[config.mk]
export PLATFORM = sky130hd
export DESIGN_NAME = nvcu_emit
export DESIGN_NICKNAME = d
export VERILOG_FILES = /design/src/rtl/core/nvcu_pkg.sv /design/src/rtl/core/nvcu_emit.sv
export SDC_FILE = /design/constraint.sdc
export NUM_CORES = 1
export LEC_CHECK = 0
export BUFFER_PORTS_ARGS = -buffer_cell sky130_fd_sc_hd__buf_2
export CAP_MARGIN = 5
export CORE_MARGIN = 2
export CORE_UTILIZATION = 51
export DETAILED_ROUTE_END_ITERATION = 12
export PLACE_DENSITY_LB_ADDON = 0.3
export SETUP_SLACK_MARGIN = 0.05
export SLEW_MARGIN = 25
export SYNTH_ARGS = -nofsm -noshare
export SYNTH_HDL_FRONTEND = slang
export SYNTH_SLANG_ARGS = --single-unit
[constraint.sdc]
create_clock -name i_clk -period 7.31 [get_ports i_clk]
set_input_delay 0 -clock i_clk [delete_from_list [all_inputs] [get_ports i_clk]]
set_output_delay 0 -clock i_clk [all_outputs]
set_load 0.01 [all_outputs]
[src/rtl/core/nvcu_pkg.sv]
`timescale 1ns / 1ps
// ----------------------------------------------------------------------------
// nvcu_pkg
// Shared types, constants and the chroma upsample function.
// ----------------------------------------------------------------------------
package nvcu_pkg;

    localparam int CFG_IDX_W   = 4;
    localparam int CFG_DATA_W  = 13;
    localparam int WIDTH_REG_W = 11;
    localparam int HEIGHT_REG_W = 13;

    localparam logic [CFG_IDX_W-1:0] REG_CORE_WIDTH  = CFG_IDX_W'(0);
    localparam logic [CFG_IDX_W-1:0] REG_CORE_HEIGHT = CFG_IDX_W'(1);

    // One core element: four luma bytes, then U, then V.
    typedef struct packed {
        logic [7:0]  v;
        logic [7:0]  u;
        logic [31:0] luma;
    } t_item;

    // Position of the element that is loaded into the emit stage.
    typedef struct packed {
        logic has_up;   // a row above exists
        logic col_nz;   // a column to the left exists
        logic right;    // right edge column
        logic bottom;   // bottom row
    } t_pos_flags;

    // Which neighbor element a result stands for.
    typedef enum logic [1:0] {
        RES_UPPER_LEFT  = 2'd0,
        RES_UPPER_RIGHT = 2'd1,
        RES_LOWER_LEFT  = 2'd2,
        RES_LOWER_RIGHT = 2'd3
    } t_res_kind;

    function automatic logic [31:0] upsample_quad(
        input logic [7:0] a,
        input logic [7:0] b,
        input logic [7:0] c,
        input logic [7:0] d
    );
        logic [8:0] s_ab;
        logic [8:0] s_ac;
        logic [9:0] s_all;
        s_ab  = {1'b0, a} + {1'b0, b} + 9'd1;
        s_ac  = {1'b0, a} + {1'b0, c} + 9'd1;
        s_all = {2'b0, a} + {2'b0, b} + {2'b0, c} + {2'b0, d} + 10'd2;
        return {s_all[9:2], s_ac[8:1], s_ab[8:1], a};
    endfunction

endpackage

[src/rtl/core/nvcu_emit.sv]
`timescale 1ns / 1ps
// ----------------------------------------------------------------------------
// nvcu_emit
// Holds one element, sequences its results and drives the output register.
// ----------------------------------------------------------------------------
module nvcu_emit
    import nvcu_pkg::*;
#(
    parameter int IDX_W = 22
) (
    input  logic             i_clk,
    input  logic             i_rst_n,
    input  logic             i_load,
    input  t_item            i_cur,
    input  t_item            i_upper,
    input  t_pos_flags       i_flags,
    input  logic [IDX_W-1:0] i_idx,
    input  logic [IDX_W-1:0] i_idx_up,
    input  logic             i_out_stall,
    output logic             o_free,
    output logic             o_out_valid,
    output logic [IDX_W-1:0] o_element_index,
    output logic [31:0]      o_luma_quad,
    output logic [31:0]      o_u_quad,
    output logic [31:0]      o_v_quad,
    output logic             o_last_of_run
);

    t_item            r_cur;
    t_item            r_prev;
    t_item            r_held;
    logic [IDX_W-1:0] r_idx;
    logic [IDX_W-1:0] r_idx_up;
    logic [3:0]       r_pend;
    logic [3:0]       n_pend;
    logic             r_o_valid;
    logic [IDX_W-1:0] r_o_idx;
    logic [31:0]      r_o_luma;
    logic [31:0]      r_o_u;
    logic [31:0]      r_o_v;
    logic             r_o_last;

    t_res_kind        sel_kind;
    logic [3:0]       sel_mask;
    logic [3:0]       rest;
    logic             out_load;
    t_item            nb_a;
    t_item            nb_b;
    t_item            nb_c;
    t_item            nb_d;
    logic [IDX_W-1:0] sel_idx;
    logic [3:0]       new_pend;

    assign new_pend = {i_flags.bottom & i_flags.right,
                       i_flags.bottom & i_flags.col_nz,
                       i_flags.has_up & i_flags.right,
                       i_flags.has_up & i_flags.col_nz};

    // Lowest pending result first: raster order.
    always_comb begin
        if (r_pend[0]) begin
            sel_kind = RES_UPPER_LEFT;
        end else if (r_pend[1]) begin
            sel_kind = RES_UPPER_RIGHT;
        end else if (r_pend[2]) begin
            sel_kind = RES_LOWER_LEFT;
        end else begin
            sel_kind = RES_LOWER_RIGHT;
        end
    end

    assign sel_mask = 4'b0001 << sel_kind;
    assign rest     = r_pend & ~sel_mask;
    assign out_load = (r_pend != 4'b0000) && (!r_o_valid || !i_out_stall);
    assign o_free   = (r_pend == 4'b0000) || (out_load && (rest == 4'b0000));

    always_comb begin
        case (sel_kind)
            RES_UPPER_LEFT: begin
                nb_a    = r_held;
                nb_b    = i_upper;
                nb_c    = r_prev;
                nb_d    = r_cur;
                sel_idx = r_idx_up - IDX_W'(1);
            end
            RES_UPPER_RIGHT: begin
                nb_a    = i_upper;
                nb_b    = i_upper;
                nb_c    = r_cur;
                nb_d    = r_cur;
                sel_idx = r_idx_up;
            end
            RES_LOWER_LEFT: begin
                nb_a    = r_prev;
                nb_b    = r_cur;
                nb_c    = r_prev;
                nb_d    = r_cur;
                sel_idx = r_idx - IDX_W'(1);
            end
            default: begin
                nb_a    = r_cur;
                nb_b    = r_cur;
                nb_c    = r_cur;
                nb_d    = r_cur;
                sel_idx = r_idx;
            end
        endcase
    end

    always_comb begin
        n_pend = r_pend;
        if (i_load) begin
            n_pend = new_pend;
        end else if (out_load) begin
            n_pend = rest;
        end
    end

    always_ff @(posedge i_clk) begin
        if (!i_rst_n) begin
            r_pend    <= 4'b0000;
            r_o_valid <= 1'b0;
        end else begin
            r_pend <= n_pend;
            if (out_load) begin
                r_o_valid <= 1'b1;
            end else if (!i_out_stall) begin
                r_o_valid <= 1'b0;
            end
        end
    end

    // Shift the neighbor context along with each new element; load each selected result into the output register.
    always_ff @(posedge i_clk) begin
        if (i_load) begin
            r_held   <= i_upper;
            r_prev   <= r_cur;
            r_cur    <= i_cur;
            r_idx    <= i_idx;
            r_idx_up <= i_idx_up;
        end
        if (out_load) begin
            r_o_idx  <= sel_idx;
            r_o_luma <= nb_a.luma;
            r_o_u    <= upsample_quad(nb_a.u, nb_b.u, nb_c.u, nb_d.u);
            r_o_v    <= upsample_quad(nb_a.v, nb_b.v, nb_c.v, nb_d.v);
            r_o_last <= (rest == 4'b0000);
        end
    end

    assign o_out_valid     = r_o_valid;
    assign o_element_index = r_o_idx;
    assign o_luma_quad     = r_o_luma;
    assign o_u_quad        = r_o_u;
    assign o_v_quad        = r_o_v;
    assign o_last_of_run   = r_o_last;

endmodule

==> impl_results.md <==
- Status: finished clean
- Initial Utilization: 52.0%
- Peak supply drop: 217 uV
- Mapped cell area: 15000 sq um
- Warnings from Yosys: 0
- TritonCTS Sinks: around 310
- # placed instances: 1755
- Die W: 175 microns
- Top cells by count, synth: 307 x edfxtp_1, 93 x inv_1, 80 x o22ai_1
- Postcts setup bufs: 0
- RSZ-0062 raised after global routing: false
- Yosys cell types: 70
- Die Span Y: ~180 microns
- Headroom to the max-slew limit: roughly 33%
- CTS tree: done
- First-pass GRT wire length: 58700 microns
- Remaining antenna violation count: 0
- Yosys top cell area share: approximately three fifths
- Synth area leaders: edfxtp_1 61%, fa_1 4.4%, ha_1 4.1%
- IO buf count: 268
- Vias in the first global route: ~11000
- WP data arrival: around 5.5 ns
- Largest area contributor in the netlist: edfxtp_1
- Post-CTS resize count: 0
- Cells after synthesis: between 1000 and 1500
- Latest clock arrival within the worst-skew pair: about 0.52 ns
- Fmax: roughly 0.19 GHz
- Register area share after synthesis: ~62%
- Routed wire length: 37300 microns
- Final TNS setup: 0 ns
- Clock buffer depth: 3
- # rows: between 60 and 70
- Core Area: just under 30000 sq um
- Initial DRT Pass Iterations: 5
- Most frequent cell after synthesis: edfxtp_1
- Worst Path Required: around 7.6 ns
- Initial drt markers: between 800 and 900
- Crit end category: flip-flop
- Clk_skew: between 0.01 and 0.015 ns
- Final GP Congestion: 0.924
- Avg WL per Cell: roughly 19 microns
- GRT overflow: 0
- Post-synth ARST share: 0%
- Pins Over Slew Limit: 0
- Top FF cell, synth: edfxtp_1
- Yosys reg bits: around 310
- Number of synthesized flops with an enable pin: 307
- Final hold viol count: 0
- Finished Layout Cells: just under 2000
- Net count, final: 1788
- Share of cells above drive strength 1: a little under a quarter
- Crit share post-route: a little under three quarters
- CTS clk-pin slew, worst paths: 0.06 ns
- CTS H-tree lvls: 2
- CP Class: reg2reg
- Vias per std cell: roughly 5.5
- Startpoint types: flip-flop
- I/O pin cnt: approximately 270
- Antenna violations before repair: 1
- PwrDens: approximately 280 nW/um^2
- Least-Margin Pin Slew: 1.01 ns
- Area Growth Syn to Fin: 30.2%
- Final setup vio count: 0
- Critical Path Fanout Max: between 50 and 60
- Via count: 10901
- Root buffer cell: clkbuf_16
- GRT Util Overall: about a quarter
- Minimum clock period after layout: roughly 5.2 ns
- Synth Net Count: roughly 1400
- Hold-fix buffers, CTS: 150
- Post-DP HPWL: approximately 24000 microns
- Post-route DRC: 0
- Die footprint: roughly 30000 sq um
- Worst Hold Class: in2reg
- Syn avg cell area: about 13 sq um
- Static leakage: just under 8 nW
- Largest net degree at the start of global routing: 90
- CTS Buf Count: 34
- Max cap viols: 0
-- final timing paths --
path,slack (ns),cells past startpoint,to,startpoint
worst min-delay path,0.06,1,r_held[12],i_load
worst min register to register,0.45,0,r_prev[11],nb_d[11]
worst max register to register,2.06,17,o_v_quad[30],r_pend[1]
worst max-delay path,2.06,17,o_v_quad[30],r_pend[1]
-- cell usage in the layout, fill, tap and decap left out, types with 5 or more instances in the layout --
master,Yosys,final
a211oi_1,5,5
o21ai_0,48,48
nand2_1,72,72
o21ai_1,10,10
dlygate4sd3_1,0,150
clkinv_1,1,5
o21bai_1,10,10
a21oi_1,78,78
xnor2_1,30,30
clkbuf_16,0,34
clkinv_2,0,6
nand2b_1,6,5
a31oi_1,5,5
o22ai_1,80,80
mux2i_1,28,28
or3_1,5,5
nor3_1,15,15
nand3_1,23,22
a21o_1,14,14
fa_1,33,33
ha_1,49,49
bufinv_16,0,8
inv_1,93,93
nor2_1,34,32
mux2_2,13,13
nor2b_1,6,5
xor2_1,36,36
edfxtp_1,307,307
a22oi_1,13,13
buf_2,6,267
a221o_1,5,5
buf_4,2,13
and2_1,8,8
-- where the power goes --
part	internal [W]	total [W]	leakage [nW]	switching (W)
sequential	0.00224	0.00233	2.99	0.0000903
combinational	0.000546	0.00122	4.30	0.000671
clock	0.00115	0.00185	0.599	0.000700
total	0.00394	0.00540	7.89	0.00146
-- registers in the layout (all words and copies together), names as in the netlist --
signal           flops
nb_d                48
r_pend               4
r_held              48
o_u_quad            32
r_prev              48
r_idx_up            22
o_out_valid          1
o_last_of_run        1
o_element_index     22
o_luma_quad         32
o_v_quad            32
r_idx               22
-- worst max-delay path: stages (launching register included) --
cell and delay [ns]:
dfxtp_1 0.47, buf_4 0.30, inv_2 0.08, buf_4 0.58, nand2_1 0.31, buf_4 0.34, o21ai_0 0.26, inv_1 0.10
fa_1 0.48, fa_1 0.51, inv_1 0.04, ha_1 0.31, or2_2 0.28, a21oi_1 0.14, inv_1 0.06, o211a_1 0.19
a221oi_1 0.40, xnor2_1 0.11
-- routing by layer --
metal	track usage, %	part of all wire, %	wire length (microns)
met4	9.09	3.2	1180
met3	4.22	6.5	2440
met2	40.2	48	18100
met5	0	0	0
met1	32.5	42	15600
-- layout make-up --
class	instances	area [sq um]
fillers	2075	9340
multi-input cells	683	5150
repair buffers	432	2980
clock buffers	36	858
inverters	95	358
well taps	384	480
clock inverters	26	362
flip-flops and latches	312	9320
diodes	3	7.51
-- through the flow --
step	util, %	power [W]	hold WS [ns]	area, sq um	setup slack [ns]
finish	67.6	0.00540	0.0626	19500	2.06
global route	67.6	0.00567	0.0950	19500	1.70
CTS	67.5	0.00543	0.0785	19500	2.09
detailed placement	58.0	0.00351	0.178	16700	2.08
global placement	58.0	0.00348	0.176	16700	2.21
floorplan	-	0.00315	0.0989	15000	0.618
-- cell families after synthesis --
| logic type | count (synthesis) | share of synthesized area, % |
|---|---|---|
| simple gates | 192 | 6.34 |
| buf+inv | 140 | 3.66 |
| compound gates | 301 | 12.6 |
| flops | 312 | 62.2 |
| xor+xnor | 66 | 3.86 |
| fa+ha+maj | 82 | 8.50 |
| mux | 42 | 2.95 |
Power figures use the tool's default switching activity.
